==> config.mk <==
export PLATFORM = sky130hd
export DESIGN_NAME = triple_view_ray_grid_generator
export DESIGN_NICKNAME = d
export VERILOG_FILES = /design/src/rtl/tvrg_pkg.sv /design/src/rtl/tvrg_cfg.sv /design/src/rtl/tvrg_seq.sv /design/src/rtl/tvrg_point.sv /design/src/rtl/triple_view_ray_grid_generator.sv
export SDC_FILE = /design/constraint.sdc
export NUM_CORES = 2
export LEC_CHECK = 0
export BUFFER_PORTS_ARGS = -buffer_cell sky130_fd_sc_hd__buf_4
export CAP_MARGIN = 40
export CORE_MARGIN = 1.5
export CORE_UTILIZATION = 65
export DETAILED_ROUTE_END_ITERATION = 12
export HOLD_SLACK_MARGIN = 0.15
export PLACE_DENSITY_LB_ADDON = 0.2
export SYNTH_ARGS = -nofsm -noshare
export SYNTH_HDL_FRONTEND = slang
export SYNTH_SLANG_ARGS = --single-unit
==> constraint.sdc <==
create_clock -name clk -period 13.6 [get_ports clk]
set_clock_uncertainty 0.15 [all_clocks]
set_input_delay 1.36 -clock clk [delete_from_list [all_inputs] [get_ports clk]]
set_output_delay 1.36 -clock clk [all_outputs]
set_load 0.005 [all_outputs]
==> src/rtl/tvrg_pkg.sv <==
// ----------------------------------------------------------------------------
// tvrg_pkg: shared types and constants of the triple view ray grid generator
// Configuration register map, axis codes and the structs passed between units.
// ----------------------------------------------------------------------------
`default_nettype none

package tvrg_pkg;

  localparam int STEP_BITS_DEF = 16;
  localparam int CFG_IDX_W     = 3;
  localparam int COORD_W       = 32;
  localparam int SPACING_W     = 31;
  localparam int VIEW_W        = 2;

  localparam logic [SPACING_W-1:0] SPACING_RST    = SPACING_W'(65536);
  localparam logic [VIEW_W-1:0]    VIEW_LIMIT_RST = VIEW_W'(3);

  typedef enum logic [CFG_IDX_W-1:0] {
    CFG_ORIGIN_X   = 3'd0,
    CFG_ORIGIN_Y   = 3'd1,
    CFG_ORIGIN_Z   = 3'd2,
    CFG_SPACING    = 3'd3,
    CFG_GRID_STEPS = 3'd4,
    CFG_VIEW_LIMIT = 3'd5,
    CFG_REFINE     = 3'd6
  } cfg_idx_t;

  typedef enum logic [VIEW_W-1:0] {
    AXIS_X = 2'd0,
    AXIS_Y = 2'd1,
    AXIS_Z = 2'd2
  } axis_t;

  typedef struct packed {
    logic [COORD_W-1:0]   origin_x;
    logic [COORD_W-1:0]   origin_y;
    logic [COORD_W-1:0]   origin_z;
    logic [SPACING_W-1:0] spacing;
    logic [VIEW_W-1:0]    view_limit;
    logic                 refine;
  } cfg_t;

  typedef struct packed {
    logic  done;
    axis_t axis;
  } ray_ctl_t;

endpackage

`default_nettype wire

==> src/rtl/tvrg_cfg.sv <==
// ----------------------------------------------------------------------------
// tvrg_cfg: configuration register file
// Holds origin, spacing, grid step counts, view count and refine mode.
// ----------------------------------------------------------------------------
`default_nettype none

module tvrg_cfg #(
  parameter int STEP_BITS = tvrg_pkg::STEP_BITS_DEF,
  parameter int CFG_W     = 48
) (
  input  logic                           clk,
  input  logic                           rst,
  input  logic                           cfg_we,
  input  logic [tvrg_pkg::CFG_IDX_W-1:0] cfg_index,
  input  logic [CFG_W-1:0]               cfg_data,
  output tvrg_pkg::cfg_t                 cfg,
  output logic [3*STEP_BITS-1:0]         grid_steps
);
  import tvrg_pkg::*;

  always_ff @(posedge clk) begin
    if (rst) begin
      cfg.origin_x   <= '0;
      cfg.origin_y   <= '0;
      cfg.origin_z   <= '0;
      cfg.spacing    <= SPACING_RST;
      cfg.view_limit <= VIEW_LIMIT_RST;
      cfg.refine     <= 1'b0;
      grid_steps     <= '0;
    end else if (cfg_we) begin
      case (cfg_idx_t'(cfg_index))
        CFG_ORIGIN_X:   cfg.origin_x   <= cfg_data[COORD_W-1:0];
        CFG_ORIGIN_Y:   cfg.origin_y   <= cfg_data[COORD_W-1:0];
        CFG_ORIGIN_Z:   cfg.origin_z   <= cfg_data[COORD_W-1:0];
        CFG_SPACING:    cfg.spacing    <= cfg_data[SPACING_W-1:0];
        CFG_GRID_STEPS: grid_steps     <= cfg_data[3*STEP_BITS-1:0];
        CFG_VIEW_LIMIT: cfg.view_limit <= cfg_data[VIEW_W-1:0];
        CFG_REFINE:     cfg.refine     <= cfg_data[0];
        default: ;
      endcase
    end
  end

endmodule

`default_nettype wire

==> src/rtl/tvrg_seq.sv <==
// ----------------------------------------------------------------------------
// tvrg_seq: sweep sequencer
// Tracks view, column and row; picks the next ray or a done result per request.
// ----------------------------------------------------------------------------
`default_nettype none

module tvrg_seq #(
  parameter int STEP_BITS = tvrg_pkg::STEP_BITS_DEF
) (
  input  logic                   clk,
  input  logic                   rst,
  input  logic                   en,
  input  logic                   accept,
  input  logic                   restart,
  input  tvrg_pkg::cfg_t         cfg,
  input  logic [3*STEP_BITS-1:0] grid_steps,
  output logic                   item_valid,
  output tvrg_pkg::ray_ctl_t     item_ctl,
  output logic [STEP_BITS-1:0]   item_col,
  output logic [STEP_BITS-1:0]   item_row
);
  import tvrg_pkg::*;

  localparam logic [STEP_BITS-1:0] ONE  = STEP_BITS'(1);
  localparam logic [STEP_BITS-1:0] ZERO = '0;

  logic [VIEW_W-1:0]    view_count, view_count_next;
  logic                 view_active, view_active_next;
  logic [STEP_BITS-1:0] col_index, col_index_next;
  logic [STEP_BITS-1:0] row_index, row_index_next;
  logic [STEP_BITS-1:0] cols_in_view, cols_in_view_next;
  logic [STEP_BITS-1:0] rows_in_view, rows_in_view_next;

  ray_ctl_t             ctl_next;
  logic [STEP_BITS-1:0] col_next, row_next;

  logic [STEP_BITS-1:0] steps_x, steps_y, steps_z;
  logic [STEP_BITS-1:0] cols_v0, rows_v0, cols_v1, rows_v1, cols_v2, rows_v2;
  logic                 ok_v0, ok_v1, ok_v2;

  logic [VIEW_W-1:0]    vc;
  logic                 act, skip, cur_ok;
  logic [STEP_BITS-1:0] sk_col, sk_row, nx_col, nx_row;
  logic [STEP_BITS-1:0] new_cols, new_rows;

  function automatic logic [STEP_BITS-1:0] less_one(input logic [STEP_BITS-1:0] n);
    return (n == ZERO) ? ZERO : n - ONE;
  endfunction

  function automatic logic [2*STEP_BITS-1:0] step_on(
    input logic [STEP_BITS-1:0] c,
    input logic [STEP_BITS-1:0] r,
    input logic [STEP_BITS-1:0] lim
  );
    logic [STEP_BITS-1:0] c1;
    c1 = c + ONE;
    if (c1 >= lim) begin
      return {r + ONE, ZERO};
    end
    return {r, c1};
  endfunction

  assign steps_x = grid_steps[STEP_BITS-1:0];
  assign steps_y = grid_steps[2*STEP_BITS-1:STEP_BITS];
  assign steps_z = grid_steps[3*STEP_BITS-1:2*STEP_BITS];

  assign cols_v0 = less_one(steps_y);
  assign rows_v0 = less_one(steps_z);
  assign cols_v1 = less_one(steps_z);
  assign rows_v1 = less_one(steps_x);
  assign cols_v2 = less_one(steps_x);
  assign rows_v2 = less_one(steps_y);

  always_comb begin
    vc  = restart ? '0 : view_count;
    act = restart ? 1'b0 : view_active;

    ok_v0 = (cols_v0 != ZERO) && (rows_v0 != ZERO) && (vc <= AXIS_X) &&
            (AXIS_X < cfg.view_limit);
    ok_v1 = (cols_v1 != ZERO) && (rows_v1 != ZERO) && (vc <= AXIS_Y) &&
            (AXIS_Y < cfg.view_limit);
    ok_v2 = (cols_v2 != ZERO) && (rows_v2 != ZERO) && (vc <= AXIS_Z) &&
            (AXIS_Z < cfg.view_limit);

    skip = cfg.refine & col_index[0] & row_index[0];
    if (skip) begin
      {sk_row, sk_col} = step_on(col_index, row_index, cols_in_view);
    end else begin
      {sk_row, sk_col} = {row_index, col_index};
    end
    cur_ok = act && (row_index < rows_in_view) && (cols_in_view != ZERO) &&
             (sk_row < rows_in_view);
    {nx_row, nx_col} = step_on(sk_col, sk_row, cols_in_view);

    view_count_next   = view_count;
    view_active_next  = view_active;
    col_index_next    = col_index;
    row_index_next    = row_index;
    cols_in_view_next = cols_in_view;
    rows_in_view_next = rows_in_view;
    new_cols          = cols_v0;
    new_rows          = rows_v0;
    ctl_next.done     = 1'b0;
    ctl_next.axis     = axis_t'(vc - VIEW_W'(1));
    col_next          = sk_col;
    row_next          = sk_row;

    if (cur_ok) begin
      view_count_next  = vc;
      view_active_next = 1'b1;
      col_index_next   = nx_col;
      row_index_next   = nx_row;
    end else if (ok_v0 || ok_v1 || ok_v2) begin
      if (ok_v0) begin
        ctl_next.axis   = AXIS_X;
        view_count_next = VIEW_W'(1);
        new_cols        = cols_v0;
        new_rows        = rows_v0;
      end else if (ok_v1) begin
        ctl_next.axis   = AXIS_Y;
        view_count_next = VIEW_W'(2);
        new_cols        = cols_v1;
        new_rows        = rows_v1;
      end else begin
        ctl_next.axis   = AXIS_Z;
        view_count_next = VIEW_W'(3);
        new_cols        = cols_v2;
        new_rows        = rows_v2;
      end
      view_active_next  = 1'b1;
      cols_in_view_next = new_cols;
      rows_in_view_next = new_rows;
      col_next          = ZERO;
      row_next          = ZERO;
      {row_index_next, col_index_next} = step_on(ZERO, ZERO, new_cols);
    end else begin
      ctl_next.done    = 1'b1;
      ctl_next.axis    = AXIS_X;
      col_next         = ZERO;
      row_next         = ZERO;
      view_active_next = 1'b0;
      view_count_next  = (vc < cfg.view_limit) ? cfg.view_limit : vc;
    end
  end

  always_ff @(posedge clk) begin
    if (rst) begin
      view_count   <= '0;
      view_active  <= 1'b0;
      col_index    <= '0;
      row_index    <= '0;
      cols_in_view <= '0;
      rows_in_view <= '0;
      item_valid   <= 1'b0;
    end else if (en) begin
      item_valid <= accept;
      if (accept) begin
        view_count   <= view_count_next;
        view_active  <= view_active_next;
        col_index    <= col_index_next;
        row_index    <= row_index_next;
        cols_in_view <= cols_in_view_next;
        rows_in_view <= rows_in_view_next;
      end
    end
  end

  always_ff @(posedge clk) begin
    if (accept) begin
      item_ctl <= ctl_next;
      item_col <= col_next;
      item_row <= row_next;
    end
  end

endmodule

`default_nettype wire

==> src/rtl/tvrg_point.sv <==
// ----------------------------------------------------------------------------
// tvrg_point: ray start point unit and result register
// Scales column+1 and row+1 by the spacing and offsets the origin on u and v.
// ----------------------------------------------------------------------------
`default_nettype none

module tvrg_point #(
  parameter int STEP_BITS = tvrg_pkg::STEP_BITS_DEF
) (
  input  logic                                clk,
  input  logic                                rst,
  input  logic                                en,
  input  logic                                item_valid,
  input  tvrg_pkg::ray_ctl_t                  item_ctl,
  input  logic [STEP_BITS-1:0]                item_col,
  input  logic [STEP_BITS-1:0]                item_row,
  input  tvrg_pkg::cfg_t                      cfg,
  output logic                                res_valid,
  output logic                                done_res,
  output logic signed [tvrg_pkg::COORD_W-1:0] point_x,
  output logic signed [tvrg_pkg::COORD_W-1:0] point_y,
  output logic signed [tvrg_pkg::COORD_W-1:0] point_z,
  output logic [tvrg_pkg::VIEW_W-1:0]         dir_axis
);
  import tvrg_pkg::*;

  localparam logic [COORD_W-1:0] ONE_C = COORD_W'(1);

  logic [COORD_W-1:0] col_p1, row_p1, scale, du, dv;
  logic [COORD_W-1:0] off_x, off_y, off_z;

  always_comb begin
    col_p1 = COORD_W'(item_col) + ONE_C;
    row_p1 = COORD_W'(item_row) + ONE_C;
    scale  = {1'b0, cfg.spacing};
    du     = col_p1 * scale;
    dv     = row_p1 * scale;
    off_x  = '0;
    off_y  = '0;
    off_z  = '0;
    case (item_ctl.axis)
      AXIS_X: begin
        off_y = du;
        off_z = dv;
      end
      AXIS_Y: begin
        off_z = du;
        off_x = dv;
      end
      AXIS_Z: begin
        off_x = du;
        off_y = dv;
      end
      default: ;
    endcase
  end

  always_ff @(posedge clk) begin
    if (rst) begin
      res_valid <= 1'b0;
    end else if (en) begin
      res_valid <= item_valid;
    end
  end

  always_ff @(posedge clk) begin
    if (en && item_valid) begin
      done_res <= item_ctl.done;
      if (item_ctl.done) begin
        point_x  <= '0;
        point_y  <= '0;
        point_z  <= '0;
        dir_axis <= '0;
      end else begin
        point_x  <= cfg.origin_x + off_x;
        point_y  <= cfg.origin_y + off_y;
        point_z  <= cfg.origin_z + off_z;
        dir_axis <= item_ctl.axis;
      end
    end
  end

endmodule

`default_nettype wire

==> src/rtl/triple_view_ray_grid_generator.sv <==
// ----------------------------------------------------------------------------
// triple_view_ray_grid_generator: top level
// Sweeps a rectangular ray grid over up to three axis views, one ray per request.
// ----------------------------------------------------------------------------
// Every request transaction yields exactly one result transaction: the next
// ray start point with its axis, or a done result with zero point and axis
// once the views are exhausted. A request with restart set begins again at the
// first view. Requests are taken one per cycle unless a result waits on
// res_ready; each result passes the sequencer register, the two spacing
// multipliers and the result register in turn. Write the configuration
// registers only while no transaction is in flight; step counts are latched
// when a view is entered, origin, spacing and refine are used as they stand.
// ----------------------------------------------------------------------------
`default_nettype none

module triple_view_ray_grid_generator #(
  parameter int STEP_BITS = tvrg_pkg::STEP_BITS_DEF,
  parameter int CFG_W     = (3 * STEP_BITS > tvrg_pkg::COORD_W) ?
                            3 * STEP_BITS : tvrg_pkg::COORD_W
) (
  input  logic                                clk,
  input  logic                                rst,
  input  logic                                cfg_we,
  input  logic [tvrg_pkg::CFG_IDX_W-1:0]      cfg_index,
  input  logic [CFG_W-1:0]                    cfg_data,
  input  logic                                req_valid,
  output logic                                req_ready,
  input  logic                                restart,
  output logic                                res_valid,
  input  logic                                res_ready,
  output logic                                done_res,
  output logic signed [tvrg_pkg::COORD_W-1:0] point_x,
  output logic signed [tvrg_pkg::COORD_W-1:0] point_y,
  output logic signed [tvrg_pkg::COORD_W-1:0] point_z,
  output logic [tvrg_pkg::VIEW_W-1:0]         dir_axis
);
  import tvrg_pkg::*;

  cfg_t                   cfg;
  logic [3*STEP_BITS-1:0] grid_steps;
  logic                   en, accept;
  logic                   item_valid;
  ray_ctl_t               item_ctl;
  logic [STEP_BITS-1:0]   item_col, item_row;

  assign en        = !res_valid || res_ready;
  assign req_ready = en;
  assign accept    = req_valid && en;

  tvrg_cfg #(
    .STEP_BITS (STEP_BITS),
    .CFG_W     (CFG_W)
  ) u_cfg (
    .clk        (clk),
    .rst        (rst),
    .cfg_we     (cfg_we),
    .cfg_index  (cfg_index),
    .cfg_data   (cfg_data),
    .cfg        (cfg),
    .grid_steps (grid_steps)
  );

  tvrg_seq #(
    .STEP_BITS (STEP_BITS)
  ) u_seq (
    .clk        (clk),
    .rst        (rst),
    .en         (en),
    .accept     (accept),
    .restart    (restart),
    .cfg        (cfg),
    .grid_steps (grid_steps),
    .item_valid (item_valid),
    .item_ctl   (item_ctl),
    .item_col   (item_col),
    .item_row   (item_row)
  );

  tvrg_point #(
    .STEP_BITS (STEP_BITS)
  ) u_point (
    .clk        (clk),
    .rst        (rst),
    .en         (en),
    .item_valid (item_valid),
    .item_ctl   (item_ctl),
    .item_col   (item_col),
    .item_row   (item_row),
    .cfg        (cfg),
    .res_valid  (res_valid),
    .done_res   (done_res),
    .point_x    (point_x),
    .point_y    (point_y),
    .point_z    (point_z),
    .dir_axis   (dir_axis)
  );

endmodule

`default_nettype wire
# Word level (Yosys, flattened, before mapping)
# Index checks and enable logic that the tools add are counted.
dict set report totals {
  register_bits 381
  inputBits 57
  out_inout_bits 101
  word_cells 144
}
dict set report op_classes {
  addsub 13
  multipliers 2
  order_cmp 12
  eq_ne 8
  muxes 44
  n_bitwise 3
  reduce_logical 38
}
# cell count
set ops {}
lappend ops {{$mux 16} 15}
lappend ops {{$mux 32} 6}
lappend ops {{$pmux 32 s2} 3}
lappend ops {{$add 32x32->32} 3}
lappend ops {{$add 16x1->16 const B} 4}
lappend ops {{$mul 32x31->32} 2}
lappend ops {{$reduce_bool 16->1} 4}
lappend ops {{$logic_not 16->1} 3}
lappend ops {{$sub 16x1->16 const B} 3}
lappend ops {{$add 16x1->17 const B} 2}
lappend ops {{$ge 16x16->1} 2}
lappend ops {{$lt 16x16->1} 2}
lappend ops {{$mux 2} 9}
lappend ops {{$ge 1x16->1 const A} 1}
lappend ops {{$reduce_and 2->1} 8}
lappend ops {{$logic_and 1x1->1} 14}
lappend ops {{$mux 1} 11}
lappend ops {{$eq 3x3->1 const B} 3}
lappend ops {{$eq 3x2->1 const B} 2}
lappend ops {{$le 2x1->1 const B} 2}
lappend ops {{$lt 1x2->1 const A} 2}
lappend ops {{$reduce_and 4->1} 1}
lappend ops {{$eq 3x1->1 const B} 1}
lappend ops {{$logic_not 3->1} 1}
lappend ops {{13 further kinds} 16}

# Logic depth before layout (Yosys ltp)
dict set report depth {
  word_depth 17
  mapped_depth 41
  mapped_depth_nobuf 41
}

# By module
# A second synthesis with hierarchy kept.
dict set report unflattened {
  cells_unflattened 5628
  area_unflattened_um2 49392.4
}
# mod instances cells_each area_each_um2 seq_area_each_um2
set modules_own_cells {}
lappend modules_own_cells {tvrg_point 1 3864 33291.9 2992.9}
lappend modules_own_cells {tvrg_seq 1 1118 8964.8 2412.3}
lappend modules_own_cells {tvrg_cfg 1 644 7113.1 3563.4}
lappend modules_own_cells {triple_view_ray_grid_generator 1 2 22.5 0.0}

# Worst setup path after synthesis
# OpenSTA, ideal clock, no wires.
dict set report synth_path {
  path_type {register to register}
  from {register u_seq.item_row[0]}
  to {register u_point.point_y[31] (netlist bit), data pin}
  setup_ps 266
  t_arrival_ps 8976
  required_ps 13184
  path_slack_ps 4208
  path_stages_with_launch 40
  n_path_buf 3
  synth_period_minus_slack_ps 9392
  path_cell_list {edfxtp_1 -> clkbuf_1 -> nand3_1 -> xnor2_1 -> clkbuf_1 -> clkbuf_1 -> nand2_1 -> fa_1 -> fa_1 -> fa_1 -> fa_1 -> inv_1 -> fa_1 -> inv_1 -> fa_1 -> inv_1 -> ha_1 -> a21o_1 -> (+4 left out) -> nor2_1 -> a21o_1 -> a21oi_1 -> xnor2_1 -> a22o_1 -> ha_1 -> a21o_1 -> a21o_1 -> a21o_1 -> a21oi_1 -> nor2_1 -> nor2_1 -> nand3_1 -> a31o_2 -> a31o_2 -> a21oi_1 -> xnor2_1 -> nor2_1}
}
dict set report synth_via {
  elab_chain_cells 4
}
# item line
set synth_rtl {}
lappend synth_rtl {{from (decl)} tvrg_seq.sv:20} ;# output logic [STEP_BITS-1:0] item_row
lappend synth_rtl {{from (signal assigned)} tvrg_seq.sv:172} ;# item_row <= row_next;
lappend synth_rtl {{$add 16x1->17} tvrg_point.sv:34} ;# row_p1 = COORD_W'(item_row) + ONE_C;
lappend synth_rtl {{$mul 32x31->32} tvrg_point.sv:37} ;# dv = row_p1 * scale;
lappend synth_rtl {{$pmux 32 s2} tvrg_point.sv:41} ;# case (item_ctl.axis)
lappend synth_rtl {{$add 32x32->32} tvrg_point.sv:76} ;# point_y <= cfg.origin_y + off_y;
lappend synth_rtl {{to (signal assigned)} tvrg_point.sv:76}
lappend synth_rtl {{to (decl)} tvrg_point.sv:21} ;# output logic signed [tvrg_pkg::COORD_W-1:0] point_y,
# Every way passes these cells.
# A chain may end at the register's enable or synchronous reset.

# Final worst setup path
dict set report layout_path {
  from {register u_seq.item_col[0]}
  to {register u_point.point_x[31] (netlist bit), data pin}
}
dict set report layout_via {
  elab_chain_cells 4
}
# item line
set layout_rtl {}
lappend layout_rtl {{from (decl)} tvrg_seq.sv:19} ;# output logic [STEP_BITS-1:0] item_col,
lappend layout_rtl {{from (signal assigned)} tvrg_seq.sv:171} ;# item_col <= col_next;
lappend layout_rtl {{$add 16x1->17} tvrg_point.sv:33} ;# col_p1 = COORD_W'(item_col) + ONE_C;
lappend layout_rtl {{$mul 32x31->32} tvrg_point.sv:36} ;# du = col_p1 * scale;
lappend layout_rtl {{$pmux 32 s2} tvrg_point.sv:41}
lappend layout_rtl {{$add 32x32->32} tvrg_point.sv:75} ;# point_x <= cfg.origin_x + off_x;
lappend layout_rtl {{to (signal assigned)} tvrg_point.sv:75}
lappend layout_rtl {{to (decl)} tvrg_point.sv:20} ;# output logic signed [tvrg_pkg::COORD_W-1:0] point_x,
# Every way passes these cells.

==> metrics <==
DR vias/cell 5.958; post-placement cell area 50100 sq um; # setup viols final 0; H-tree levels 2; port bufs 157; Final Cell Area 51540 sq um; max_slew headroom 34.78%; Starting DRT DRC Count 3707; Yosys Warn Count 0; Critical Path RT 13.80 ns; postcts setup bufs 0; layout cell share with drive strength beyond 1 6.441%; Residual DRC 20; aggregate global routing overflow 0; Pwr Total 3.965 mW; CP max-delay cell xnor2_1; Place WS 2.637 ns; Wirelength per Cell 19.90 um; Seq cells post-synth 381; number of global-route vias before repair 39450; CORE AREA 73080 sq um; Post-Layout Cell Count 6723; WP data arrival 11.06 ns; GR Util All Layers 35.86%; die width 274.8 um; clock root buffer master clkbuf_16; DRT antenna net count 0; dpl cells 6637; Hold Fails Final Rpt 0; EDFF count, synth 134; post-synthesis instance total 5742; Startpoint Class register; clock-pin slew on the worst setup and hold paths 0.06 ns; CP Max Fanout 38; peak supply drop 120.5 uV; post-synth top area share 26.72%; Cell variety after synth 85; vias 40060; Avg Inst Size Synth 8.363 sq um; Initial Utilization 65.71%; fmax 92.05 MHz; final worst-path cycle share 79.88%; top post-synthesis cells by area fa_1 27%, dfxtp_1 10%, edfxtp_1 8.4%; status finished with violations; CTS tree yes; # resized after CTS 0; Num Clock Sinks 381; Post-Route WL 133800 um; worst slew pin tran 0.9747 ns; unrepaired setup endpoints after global routing no; Tmin final 10.86 ns; Worst-Skew Late Latency 0.59 ns; CTS max path bufs 3; worst stage delay on the critical path 0.67 ns; Placement Rows 99; Power per Cell Area 76.93 nW/um^2; most used cell along the critical path fa_1; Post-Syn Nets 6744; post-synth top area cell fa_1; initial antenna violation count 3; Post-Syn Area 48020 sq um; Detailed Place HPWL 102700 um; Worst Setup End Kind register; Worst Hold Class register to register; NumNets Final 6727; IO Pins 158; hold_ws 0.3052 ns; prevailing post-synth register cell dfxtp_1; ys async rst share 0%; CP Class register to register; first-pass GRT wire length 211800 um; Initial DRT Pass Iterations 13; Die Height 274.8 um; total die area 75520 sq um; Layout area overhead 7.319%; Max-Cap Viols 0; violated checks DRC; cts bufs inserted 44; P_leak 23.80 nW; setup ws final 2.737 ns; largest net degree at the start of global routing 77; cts hold-fix bufs 0; Core Util, Final 70.52%; setup TNS 0 ns; final estimated routing congestion in global placement 0.9672; count of pins over their slew limit 0; register area share after synthesis 18.68%
-- routing by layer --
layer	track usage [%]	vias to the layer above	share of wire, %
met5	0	-	0.0060
met4	21.43	2	6.9
li1	-	18250	-
met3	5.438	465	7.7
met2	58.88	1732	47
met1	45.05	19610	38
-- logic make-up (layout without fill, tap and decap cells) --
logic type,after synthesis,count (layout),share of synthesized area [%]
flip-flops,381,381,18.68
buffers and inverters,1232,1250,9.692
adder cells (fa/ha/maj),945,945,34.64
other,0,4,0
XOR/XNOR,273,273,5.299
AO/OA/AOI/OAI,883,883,11.97
multiplexers,10,10,0.2137
AND/OR/NAND/NOR,2018,2018,19.51
-- final timing paths --
| path | start | to | slack, ns | cells past startpoint |
|---|---|---|---|---|
| setup reg to reg | u_seq.item_col[0] | u_point.point_x[31] | 2.74 | 38 |
| hold / removal | u_cfg.cfg[20] | u_cfg.cfg[20] | 0.31 | 2 |
| hold reg to reg | u_cfg.cfg[20] | u_cfg.cfg[20] | 0.31 | 2 |
| setup / recovery | u_seq.item_col[0] | u_point.point_x[31] | 2.74 | 38 |
-- synthesized netlist by cell type (74+ instances only) --
| master | n |
|---|---|
| clkbuf_1 | 295 |
| ha_1 | 304 |
| inv_1 | 921 |
| nand3_1 | 74 |
| a21oi_1 | 336 |
| a21o_1 | 74 |
| xor2_1 | 107 |
| edfxtp_1 | 134 |
| o21ai_0 | 116 |
| dfxtp_1 | 247 |
| and2_1 | 263 |
| fa_1 | 641 |
| nand2b_1 | 89 |
| nor2_1 | 280 |
| xnor2_1 | 155 |
| nand2_1 | 1002 |
-- area by class of cell --
type | instances | area (sq um)
antenna | 4 | 10.01
sequential | 381 | 8969
clock buffer | 66 | 1274
clock inverter | 15 | 146.4
fill | 5959 | 21550
timing repair buffer | 248 | 1966
multi-input combinational | 4129 | 34520
inverter | 921 | 3457
tap | 959 | 1200
-- sequential cells by signal, indices dropped and copies added, names as in the netlist --
name	flops
u_seq.item_col	16
u_seq.col_index	16
u_seq.row_index	16
u_seq.view_active	1
u_seq.rows_in_view	16
u_point.point_z	32
u_point.point_y	32
u_point.done_res	1
u_point.point_x	32
u_point.res_valid	1
u_cfg.cfg	130
u_seq.item_valid	1
u_seq.item_ctl	3
u_seq.item_row	16
u_cfg.grid_steps	48
u_seq.cols_in_view	16
u_point.dir_axis	2
u_seq.view_count	2
-- critical path: cells and delay by family (launching register included) --
| kind | cells | cell delay, ns |
|---|---|---|
| buf+inv | 4 | 0.53 |
| simple gates | 10 | 1.62 |
| xor+xnor | 3 | 1.41 |
| flops | 1 | 0.33 |
| compound gates | 12 | 2.51 |
| fa+ha+maj | 9 | 4.06 |
-- cell usage in the layout, fill, tap and decap left out, drive strengths merged, types with 7 or more instances in the layout --
cell type	netlist	routed
nand2	1002	1002
inv	921	926
fa	641	641
a21oi	337	337
ha	304	304
nor2	281	281
and2	268	268
buf	15	248
dfxtp	247	247
xnor2	155	155
edfxtp	134	134
o21ai	120	120
xor2	107	107
nand2b	89	89
a21o	75	75
nand3	74	74
a22o	74	74
nor2b	66	66
clkbuf	296	66
nor3	61	61
a211oi	55	55
a22oi	47	47
nand4	31	31
and3	30	30
nor4	27	27
or3	25	25
o21a	22	22
a222oi	19	19
or2	15	15
o22ai	14	14
or4	14	14
o31ai	13	13
o21bai	13	13
a31oi	12	12
nor3b	11	11
xnor3	9	9
and4	8	8
mux2i	8	8
a41oi	7	7
clkinv	0	7
-- power breakdown --
group / internal [mW] / switching, mW
Combinational: 0.521 / 0.931
Clock: 0.673 / 0.516
Sequential: 1.26 / 0.0611
Total: 2.46 / 1.51
No activity file was read; power rests on OpenSTA's default activity.
